## src/hw/rtl/pcxrle_pkg.sv

```systemverilog
// shared types and constants of the pcx run-length decoder
package pcxrle_pkg;

  localparam int unsigned PIX_CNT_W = 25;
  localparam int unsigned RUN_W     = 6;
  localparam int unsigned BYTE_W    = 8;
  localparam int unsigned PADDR_W   = 3;
  localparam int unsigned PDATA_W   = 32;

  localparam logic [BYTE_W-1:0]    RUN_BASE           = 8'd192;
  localparam logic [PIX_CNT_W-1:0] IMAGE_PIXELS_RESET = 25'd1;

  // register word index, taken from paddr[2]
  localparam logic REG_IMAGE_PIXELS = 1'b0;

  typedef enum logic {
    ST_ACCEPT,
    ST_RUN
  } ctrl_state_e;

  typedef struct packed {
    logic accept;
    logic emit;
  } dp_cmd_t;

  typedef struct packed {
    logic out_free;
    logic run_start;
    logic run_final;
  } dp_sts_t;

  typedef struct packed {
    logic [BYTE_W-1:0] pixel;
    logic              pixel_valid;
    logic              run_last;
    logic              image_done;
    logic              overrun;
  } pix_result_t;

endpackage

```

## src/hw/rtl/pcxrle_if.sv

```systemverilog
// stream interfaces for coded bytes in and decoded pixels out
interface pcxrle_code_if;
  logic       valid;
  logic       ready;
  logic [7:0] code_byte;
  logic       start_image;

  modport source (output valid, output code_byte, output start_image, input ready);
  modport sink (input valid, input code_byte, input start_image, output ready);
endinterface

interface pcxrle_pix_if;
  logic       valid;
  logic       ready;
  logic [7:0] pixel;
  logic       pixel_valid;
  logic       run_last;
  logic       image_done;
  logic       overrun;

  modport source (output valid, output pixel, output pixel_valid, output run_last,
                  output image_done, output overrun, input ready);
  modport sink (input valid, input pixel, input pixel_valid, input run_last,
                input image_done, input overrun, output ready);
endinterface

```

## src/hw/rtl/pcxrle_regs.sv

```systemverilog
// apb configuration register holding the image size
module pcxrle_regs
  import pcxrle_pkg::*;
(
  input  logic                 clk_i,
  input  logic                 rst_ni,
  input  logic                 psel,
  input  logic                 penable,
  input  logic                 pwrite,
  input  logic [PADDR_W-1:0]   paddr,
  input  logic [PDATA_W-1:0]   pwdata,
  output logic [PDATA_W-1:0]   prdata,
  output logic                 pready,
  output logic [PIX_CNT_W-1:0] image_pixels_o
);

  logic [PIX_CNT_W-1:0] image_pixels_q, image_pixels_d;
  logic                 sel_image;

  assign pready    = 1'b1;
  assign sel_image = (paddr[2] == REG_IMAGE_PIXELS);

  always_comb begin
    image_pixels_d = image_pixels_q;
    if (psel && penable && pwrite && sel_image) begin
      image_pixels_d = pwdata[PIX_CNT_W-1:0];
    end
  end

  always_ff @(posedge clk_i or negedge rst_ni) begin
    if (!rst_ni) begin
      image_pixels_q <= IMAGE_PIXELS_RESET;
    end else begin
      image_pixels_q <= image_pixels_d;
    end
  end

  assign prdata = sel_image ? {{(PDATA_W-PIX_CNT_W){1'b0}}, image_pixels_q} : '0;
  assign image_pixels_o = image_pixels_q;

endmodule

```

## src/hw/rtl/pcxrle_dp.sv

```systemverilog
// decoder datapath: pixel counter, run state and output register
module pcxrle_dp
  import pcxrle_pkg::*;
(
  input  logic                 clk_i,
  input  logic                 rst_ni,
  input  dp_cmd_t              cmd_i,
  output dp_sts_t              sts_o,
  input  logic [BYTE_W-1:0]    code_byte_i,
  input  logic                 start_image_i,
  input  logic [PIX_CNT_W-1:0] image_pixels_i,
  input  logic                 out_ready_i,
  output logic                 out_valid_o,
  output pix_result_t          result_o
);

  logic [PIX_CNT_W-1:0] left_q, left_d;
  logic [RUN_W-1:0]     cnt_q, cnt_d;
  logic                 pend_q, pend_d;
  logic                 stop_q, stop_d;
  logic [RUN_W-1:0]     rem_q, rem_d;
  logic                 out_valid_q, out_valid_d;
  pix_result_t          res_q, res_d;
  logic [BYTE_W-1:0]    run_pix_q, run_pix_d;
  logic                 done_flag_q, done_flag_d;

  logic [PIX_CNT_W-1:0] left_eff, n_ext, left_run, left_lit;
  logic                 pend_eff, stop_eff, over, run_final;
  logic [BYTE_W-1:0]    run_delta;

  assign left_eff  = start_image_i ? image_pixels_i : left_q;
  assign pend_eff  = start_image_i ? 1'b0 : pend_q;
  assign stop_eff  = start_image_i ? (image_pixels_i == '0) : stop_q;
  assign n_ext     = {{(PIX_CNT_W-RUN_W){1'b0}}, cnt_q};
  assign over      = n_ext > left_eff;
  assign left_run  = left_eff - n_ext;
  assign left_lit  = left_eff - {{(PIX_CNT_W-1){1'b0}}, 1'b1};
  assign run_delta = code_byte_i - RUN_BASE;
  assign run_final = (rem_q == {{(RUN_W-1){1'b0}}, 1'b1});

  assign sts_o.out_free  = !out_valid_q || out_ready_i;
  assign sts_o.run_start = !stop_eff && pend_eff && !over
                           && (cnt_q > {{(RUN_W-1){1'b0}}, 1'b1});
  assign sts_o.run_final = run_final;

  always_comb begin
    left_d      = left_q;
    cnt_d       = cnt_q;
    pend_d      = pend_q;
    stop_d      = stop_q;
    rem_d       = rem_q;
    res_d       = res_q;
    run_pix_d   = run_pix_q;
    done_flag_d = done_flag_q;
    out_valid_d = out_valid_q && !out_ready_i;
    if (cmd_i.accept) begin
      if (start_image_i) begin
        left_d = image_pixels_i;
        pend_d = 1'b0;
        cnt_d  = '0;
        stop_d = stop_eff;
      end
      if (!stop_eff) begin
        if (pend_eff) begin
          pend_d = 1'b0;
          cnt_d  = '0;
          if (over) begin
            res_d       = '{pixel: '0, pixel_valid: 1'b0, run_last: 1'b1,
                            image_done: 1'b0, overrun: 1'b1};
            out_valid_d = 1'b1;
            stop_d      = 1'b1;
          end else begin
            left_d      = left_run;
            stop_d      = (left_run == '0);
            done_flag_d = (left_run == '0);
            run_pix_d   = code_byte_i;
            rem_d       = cnt_q - {{(RUN_W-1){1'b0}}, 1'b1};
            res_d       = '{pixel: code_byte_i, pixel_valid: 1'b1,
                            run_last: (cnt_q == {{(RUN_W-1){1'b0}}, 1'b1}),
                            image_done: (cnt_q == {{(RUN_W-1){1'b0}}, 1'b1})
                                        && (left_run == '0),
                            overrun: 1'b0};
            out_valid_d = 1'b1;
          end
        end else if (code_byte_i <= RUN_BASE) begin
          left_d      = left_lit;
          stop_d      = (left_lit == '0);
          res_d       = '{pixel: code_byte_i, pixel_valid: 1'b1, run_last: 1'b1,
                          image_done: (left_lit == '0), overrun: 1'b0};
          out_valid_d = 1'b1;
        end else begin
          pend_d = 1'b1;
          cnt_d  = run_delta[RUN_W-1:0];
        end
      end
    end
    if (cmd_i.emit) begin
      rem_d       = rem_q - {{(RUN_W-1){1'b0}}, 1'b1};
      res_d       = '{pixel: run_pix_q, pixel_valid: 1'b1, run_last: run_final,
                      image_done: run_final && done_flag_q, overrun: 1'b0};
      out_valid_d = 1'b1;
    end
  end

  always_ff @(posedge clk_i or negedge rst_ni) begin
    if (!rst_ni) begin
      left_q      <= '0;
      cnt_q       <= '0;
      pend_q      <= 1'b0;
      stop_q      <= 1'b1;
      rem_q       <= '0;
      out_valid_q <= 1'b0;
    end else begin
      left_q      <= left_d;
      cnt_q       <= cnt_d;
      pend_q      <= pend_d;
      stop_q      <= stop_d;
      rem_q       <= rem_d;
      out_valid_q <= out_valid_d;
    end
  end

  always_ff @(posedge clk_i) begin
    res_q       <= res_d;
    run_pix_q   <= run_pix_d;
    done_flag_q <= done_flag_d;
  end

  assign out_valid_o = out_valid_q;
  assign result_o    = res_q;

`ifndef SYNTHESIS
  a_emit_has_pixels: assert property (@(posedge clk_i) disable iff (!rst_ni)
    cmd_i.emit |-> rem_q != '0)
    else $error("run pixel emitted with no pixels left in the run");

  a_run_start_loads: assert property (@(posedge clk_i) disable iff (!rst_ni)
    cmd_i.accept && sts_o.run_start |=> rem_q != '0)
    else $error("multi-pixel run started without a remaining count");

  a_done_stops: assert property (@(posedge clk_i) disable iff (!rst_ni)
    (cmd_i.accept || cmd_i.emit) && out_valid_d && res_d.image_done |=> stop_q)
    else $error("image finished but decoder not stopped");

  a_cmd_exclusive: assert property (@(posedge clk_i) disable iff (!rst_ni)
    !(cmd_i.accept && cmd_i.emit))
    else $error("item accepted while a run is being emitted");
`endif

endmodule

```

## src/hw/rtl/pcxrle_ctrl.sv

```systemverilog
// decoder controller: accepts bytes or steps through a run
module pcxrle_ctrl
  import pcxrle_pkg::*;
(
  input  logic    clk_i,
  input  logic    rst_ni,
  input  logic    in_valid_i,
  output logic    in_ready_o,
  input  dp_sts_t sts_i,
  output dp_cmd_t cmd_o
);

  ctrl_state_e state_q, state_d;

  always_comb begin
    state_d = state_q;
    case (state_q)
      ST_ACCEPT: begin
        if (in_valid_i && sts_i.out_free && sts_i.run_start) begin
          state_d = ST_RUN;
        end
      end
      ST_RUN: begin
        if (sts_i.out_free && sts_i.run_final) begin
          state_d = ST_ACCEPT;
        end
      end
      default: state_d = ST_ACCEPT;
    endcase
  end

  always_comb begin
    in_ready_o   = 1'b0;
    cmd_o.accept = 1'b0;
    cmd_o.emit   = 1'b0;
    case (state_q)
      ST_ACCEPT: begin
        in_ready_o   = sts_i.out_free;
        cmd_o.accept = in_valid_i && sts_i.out_free;
      end
      ST_RUN: begin
        cmd_o.emit = sts_i.out_free;
      end
      default: begin
        in_ready_o = 1'b0;
      end
    endcase
  end

  always_ff @(posedge clk_i or negedge rst_ni) begin
    if (!rst_ni) begin
      state_q <= ST_ACCEPT;
    end else begin
      state_q <= state_d;
    end
  end

endmodule

```

## src/hw/rtl/pcxrle_decoder_top.sv

```systemverilog
// top level of the pcx run-length decoder
// Decodes run-length coded 8-bit pixel bytes: the pixel byte of a run of n pixels holds the
// input until the last pixel of the run is emitted, while the single output register emits
// one pixel per cycle whenever the receiver reads it. A new byte is taken only when the output
// register is empty or is read in the same cycle, so a stalled receiver stalls the input.
// Set image_pixels over apb while idle; it takes effect at the next start_image, and
// decoding stops after the last pixel or an overrun result until the next start.
module pcx_rle_decoder_top
  import pcxrle_pkg::*;
(
  input  logic               clk_i,
  input  logic               rst_ni,
  pcxrle_code_if.sink        code_i,
  pcxrle_pix_if.source       pix_o,
  input  logic               psel,
  input  logic               penable,
  input  logic               pwrite,
  input  logic [PADDR_W-1:0] paddr,
  input  logic [PDATA_W-1:0] pwdata,
  output logic [PDATA_W-1:0] prdata,
  output logic               pready
);

  logic [PIX_CNT_W-1:0] image_pixels;
  dp_cmd_t              cmd;
  dp_sts_t              sts;
  pix_result_t          result;
  logic                 out_valid;
  logic                 in_ready;

  pcxrle_regs u_regs (
    .clk_i          (clk_i),
    .rst_ni         (rst_ni),
    .psel           (psel),
    .penable        (penable),
    .pwrite         (pwrite),
    .paddr          (paddr),
    .pwdata         (pwdata),
    .prdata         (prdata),
    .pready         (pready),
    .image_pixels_o (image_pixels)
  );

  pcxrle_ctrl u_ctrl (
    .clk_i      (clk_i),
    .rst_ni     (rst_ni),
    .in_valid_i (code_i.valid),
    .in_ready_o (in_ready),
    .sts_i      (sts),
    .cmd_o      (cmd)
  );

  pcxrle_dp u_dp (
    .clk_i          (clk_i),
    .rst_ni         (rst_ni),
    .cmd_i          (cmd),
    .sts_o          (sts),
    .code_byte_i    (code_i.code_byte),
    .start_image_i  (code_i.start_image),
    .image_pixels_i (image_pixels),
    .out_ready_i    (pix_o.ready),
    .out_valid_o    (out_valid),
    .result_o       (result)
  );

  assign code_i.ready      = in_ready;
  assign pix_o.valid       = out_valid;
  assign pix_o.pixel       = result.pixel;
  assign pix_o.pixel_valid = result.pixel_valid;
  assign pix_o.run_last    = result.run_last;
  assign pix_o.image_done  = result.image_done;
  assign pix_o.overrun     = result.overrun;

endmodule

```

## src/flat_wrapper.sv

```systemverilog
// flat-port wrapper written by rule: the top's interface ports become plain ports
module pcx_rle_decoder_top_flat import pcxrle_pkg::*;
  (clk_i, rst_ni, psel, penable, pwrite, paddr, pwdata, prdata, pready, code_i_valid, code_i_code_byte, code_i_start_image, code_i_ready, pix_o_valid, pix_o_pixel, pix_o_pixel_valid, pix_o_run_last, pix_o_image_done, pix_o_overrun, pix_o_ready);
  pcxrle_code_if code_i_i ();
  pcxrle_pix_if pix_o_i ();
  input  logic clk_i;
  input  logic rst_ni;
  input  logic psel;
  input  logic penable;
  input  logic pwrite;
  input  logic [PADDR_W-1:0] paddr;
  input  logic [PDATA_W-1:0] pwdata;
  output logic [PDATA_W-1:0] prdata;
  output logic pready;
  input wire logic [$bits(code_i_i.valid)-1:0] code_i_valid;
  input wire logic [$bits(code_i_i.code_byte)-1:0] code_i_code_byte;
  input wire logic [$bits(code_i_i.start_image)-1:0] code_i_start_image;
  output wire logic [$bits(code_i_i.ready)-1:0] code_i_ready;
  output wire logic [$bits(pix_o_i.valid)-1:0] pix_o_valid;
  output wire logic [$bits(pix_o_i.pixel)-1:0] pix_o_pixel;
  output wire logic [$bits(pix_o_i.pixel_valid)-1:0] pix_o_pixel_valid;
  output wire logic [$bits(pix_o_i.run_last)-1:0] pix_o_run_last;
  output wire logic [$bits(pix_o_i.image_done)-1:0] pix_o_image_done;
  output wire logic [$bits(pix_o_i.overrun)-1:0] pix_o_overrun;
  input wire logic [$bits(pix_o_i.ready)-1:0] pix_o_ready;
  assign code_i_i.valid = code_i_valid;
  assign code_i_i.code_byte = code_i_code_byte;
  assign code_i_i.start_image = code_i_start_image;
  assign code_i_ready = code_i_i.ready;
  assign pix_o_valid = pix_o_i.valid;
  assign pix_o_pixel = pix_o_i.pixel;
  assign pix_o_pixel_valid = pix_o_i.pixel_valid;
  assign pix_o_run_last = pix_o_i.run_last;
  assign pix_o_image_done = pix_o_i.image_done;
  assign pix_o_overrun = pix_o_i.overrun;
  assign pix_o_i.ready = pix_o_ready;
  pcx_rle_decoder_top u_core (.clk_i(clk_i), .rst_ni(rst_ni), .code_i(code_i_i), .pix_o(pix_o_i), .psel(psel), .penable(penable), .pwrite(pwrite), .paddr(paddr), .pwdata(pwdata), .prdata(prdata), .pready(pready));
endmodule
```

## config.mk

```make
export PLATFORM = sky130hd
export DESIGN_NAME = pcx_rle_decoder_top_flat
export DESIGN_NICKNAME = d
export VERILOG_FILES = /design/src/hw/rtl/pcxrle_pkg.sv /design/src/hw/rtl/pcxrle_if.sv /design/src/hw/rtl/pcxrle_regs.sv /design/src/hw/rtl/pcxrle_dp.sv /design/src/hw/rtl/pcxrle_ctrl.sv /design/src/hw/rtl/pcxrle_decoder_top.sv /design/src/flat_wrapper.sv
export SDC_FILE = /design/constraint.sdc
export NUM_CORES = 1
export LEC_CHECK = 0
export BUFFER_PORTS_ARGS = -buffer_cell sky130_fd_sc_hd__buf_2
export CORE_ASPECT_RATIO = 1.4
export CORE_MARGIN = 2
export CORE_UTILIZATION = 58
export DETAILED_ROUTE_END_ITERATION = 10
export GPL_TIMING_DRIVEN = 0
export PLACE_DENSITY = 0.81
export REMOVE_ABC_BUFFERS = 1
export SLEW_MARGIN = 5
export SYNTH_ARGS = -nofsm -noshare
export SYNTH_HDL_FRONTEND = slang
export SYNTH_SLANG_ARGS = --single-unit
```

## constraint.sdc

```tcl
create_clock -name clk_i -period 3.55 [get_ports clk_i]
set_clock_uncertainty 0.1 [all_clocks]
set_input_delay 0.71 -clock clk_i [delete_from_list [all_inputs] [get_ports clk_i]]
set_output_delay 0.71 -clock clk_i [all_outputs]
set_load 0.02 [all_outputs]
```

==> metrics.cfg <==
[outcome]
run_status=complete, no violations

[critical_path]
cp_data_arrival_time_ps=3660
required_ps=3670
cp-end-kind=register
critPathMaxFanout=10
start_kind=input port
crit_type=in2reg

[sta]
layout_setup_ws_ps=11.0
setup_violations=0
tns_ps=0
fin_crit_ps=3540
layout_worst_path_cycle_share=0.997
slew_violations=0
worst_pin_slew_ps=1470
maxSlewHeadroom=0.0148
rsz0062_at_grt=yes
fmax_ghz=0.283
hold_viol_final=0

[synth]
synth_edf_count=19
synth_cell_types=76
yosysSeqAreaShare=0.360
syn_inst=712
async_flop_share=0.759
synth_area_leaders=dfrtp_1 (25%), edfxtp_1 (9.1%), mux2_2 (6.4%)
synth_flop_cell=dfrtp_1
synth_seq_cells=87
syn_avg_cell_area_um2=8.84
yosysTopAreaCellShare=0.254
synth.cell_area_um2=6290
synth_top_cell_by_area=dfrtp_1
yosysWarnings=0

[floorplanning]
dieArea_um2=11700
row_count=45
ios=98
dieHeight_um=127
core_area_um2=10700
initial_core_util=0.588
die_w_um=92.0

[place]
gp_congestion=0.945
numPortBuffers=80
pre_cts_slack_ps=-2400
hpwl_um=14600

[layout]
area_growth_pct=18.4
drive_gt1_frac=0.247
fin_nets=854
final_common_cell=buf_2
antennaDiodeCount=0
final_cell_mix=buf_2 (78), dfrtp_1 (64), nor2_1 (58), nand2_1 (56), a21oi_1 (36)

[routing]
dr.pass1.iters=7
avgRoutedWirePerCell_um=22.9
drtIter0Drc=777
wirelength_um=21400
via_per_inst=6.76
drc=0
ant_nets=0
vias=6328

[worst_hold_path]
min_path_type=in2async

[cts]
cts_tree=done
numCtsBuffers=9
cts_sinks=87
path_clk_slew_ps=70
clk_latency_ps=360
cts_buffer_depth=2
cts_max_level=3
root_buffer=clkbuf_16

[grt]
grtUsageTotal=0.361
grt_max_degree=67
grt_pass1_vias=5962
grt.overflow.total=0
antenna_found_initial=0
grt_pass1_wl_um=32600

[power_and_ir_drop]
powerDensity_nw_per_um2=457
ir_drop_mv=0.308
p_leak_uw=0.00305

[run]
cap_violations=0

==> timing repair <==
item                                    CTS  global route
hold buffers                              0             0
setup buffers                             9             5
gates resized for setup                  33            18
endpoints found under the setup margin   72            34
cloned                                    3             0
endpoints found under the hold margin     0             0
pin swaps                                10             4
==> where the power goes <==
group          switching [uW]  internal, uW  total [uW]  leakage (uW)
logic                     662           464        1130       0.00190
registers                 166          1130        1300       0.00100
clock network             428           552         980      0.000144
total                    1260          2150        3410       0.00305
==> cells by family (layout without fill, tap and decap cells) <==
group | count (synthesis) | in the layout | synth area share
mux | 57 | 57 | 0.0984
xor+xnor | 26 | 26 | 0.0362
simple gates | 285 | 285 | 0.239
buf+inv | 52 | 129 | 0.0380
fa+ha+maj | 13 | 13 | 0.0270
compound gates | 190 | 190 | 0.201
flops | 87 | 87 | 0.360
other cells | 2 | 8 | 0.00119
==> state kept, by name, summed over array words and instances (netlist names), 6 cells and up <==
name	flops
u_core.u_dp.left_q	25
u_core.u_dp.result_o	12
u_core.u_dp.run_pix_q	8
u_core.u_regs.image_pixels_o	25
u_core.u_dp.rem_q	6
u_core.u_dp.cnt_q	6
==> cell type report <==
type / instances / area, um2
Multi-Input combinational cell: 579 / 4010
Clock buffer: 10 / 229
Inverter: 15 / 62.6
Sequential cell: 87 / 2260
Tap cell: 141 / 176
Clock inverter: 6 / 67.6
Timing Repair Buffer: 98 / 639
Fill cell: 882 / 3240
==> Yosys cell counts (6+ instances only) <==
library cell	instances
a211oi_1	7
a21o_1	7
a21oi_1	37
a22o_1	15
a31oi_1	9
and2_1	6
and3_1	6
buf_4	10
clkbuf_1	21
dfrtp_1	64
edfxtp_1	19
ha_1	12
inv_1	15
mux2_2	36
mux2i_1	20
nand2_1	59
nand3_1	19
nand4_1	9
nor2_1	62
nor2b_1	30
nor3_1	32
nor3b_1	11
nor4_1	14
o211ai_1	6
o21ai_0	34
o21ai_1	16
o22ai_1	9
or3_1	8
xnor2_1	21
==> stage by stage <==
stage	util	std cells	power [uW]	area, um2	hold slack (ps)
final	0.697	936	3410	7450	375
after global routing	0.697	936	3530	7450	415
after CTS	0.684	930	3330	7310	391
after detailed placement	0.628	902	2290	6720	379
after global placement	0.627	902	2270	6710	366
after floorplan	-	681	1950	6130	314
==> routing by layer <==
layer,track usage,vias to the layer above,share of wire
met2,0.625,365,0.50
met3,0.0584,99,0.066
li1,-,2814,-
met5,0,-,0
met4,0.185,0,0.059
met1,0.433,3050,0.38
==> path summary, 6_finish.rpt <==
| check | from | to | slack [ps] | depth (start not counted) |
|---|---|---|---|---|
| setup / recovery | code_i_start_image | u_core.u_dp.result_o[1] | 10 | 15 |
| hold / removal | rst_ni | u_core.u_dp.left_q[0] | 380 | 1 |
| setup reg to reg | u_core.u_dp.left_q[0] | u_core.u_dp.result_o[1] | 90 | 14 |
| hold reg to reg | u_core.u_dp.result_o[3] | u_core.u_dp.result_o[3] | 390 | 2 |
| max in group asynchronous | rst_ni | u_core.u_dp.left_q[15] | 2400 | 1 |
| min in group clk_i | u_core.u_dp.result_o[3] | u_core.u_dp.result_o[3] | 390 | 2 |
==> worst max-delay path, cell delays in order <==
cell	delay, ps
buf_16	130
mux2_4	340
inv_4	80
ha_4	140
inv_2	40
fa_2	400
a211oi_2	220
o21bai_2	100
a211o_4	380
buf_4	170
nor2_4	130
xnor2_2	130
o21ai_2	100
nor4_4	410
a21o_1	160
Power figures use the tool's default switching activity.
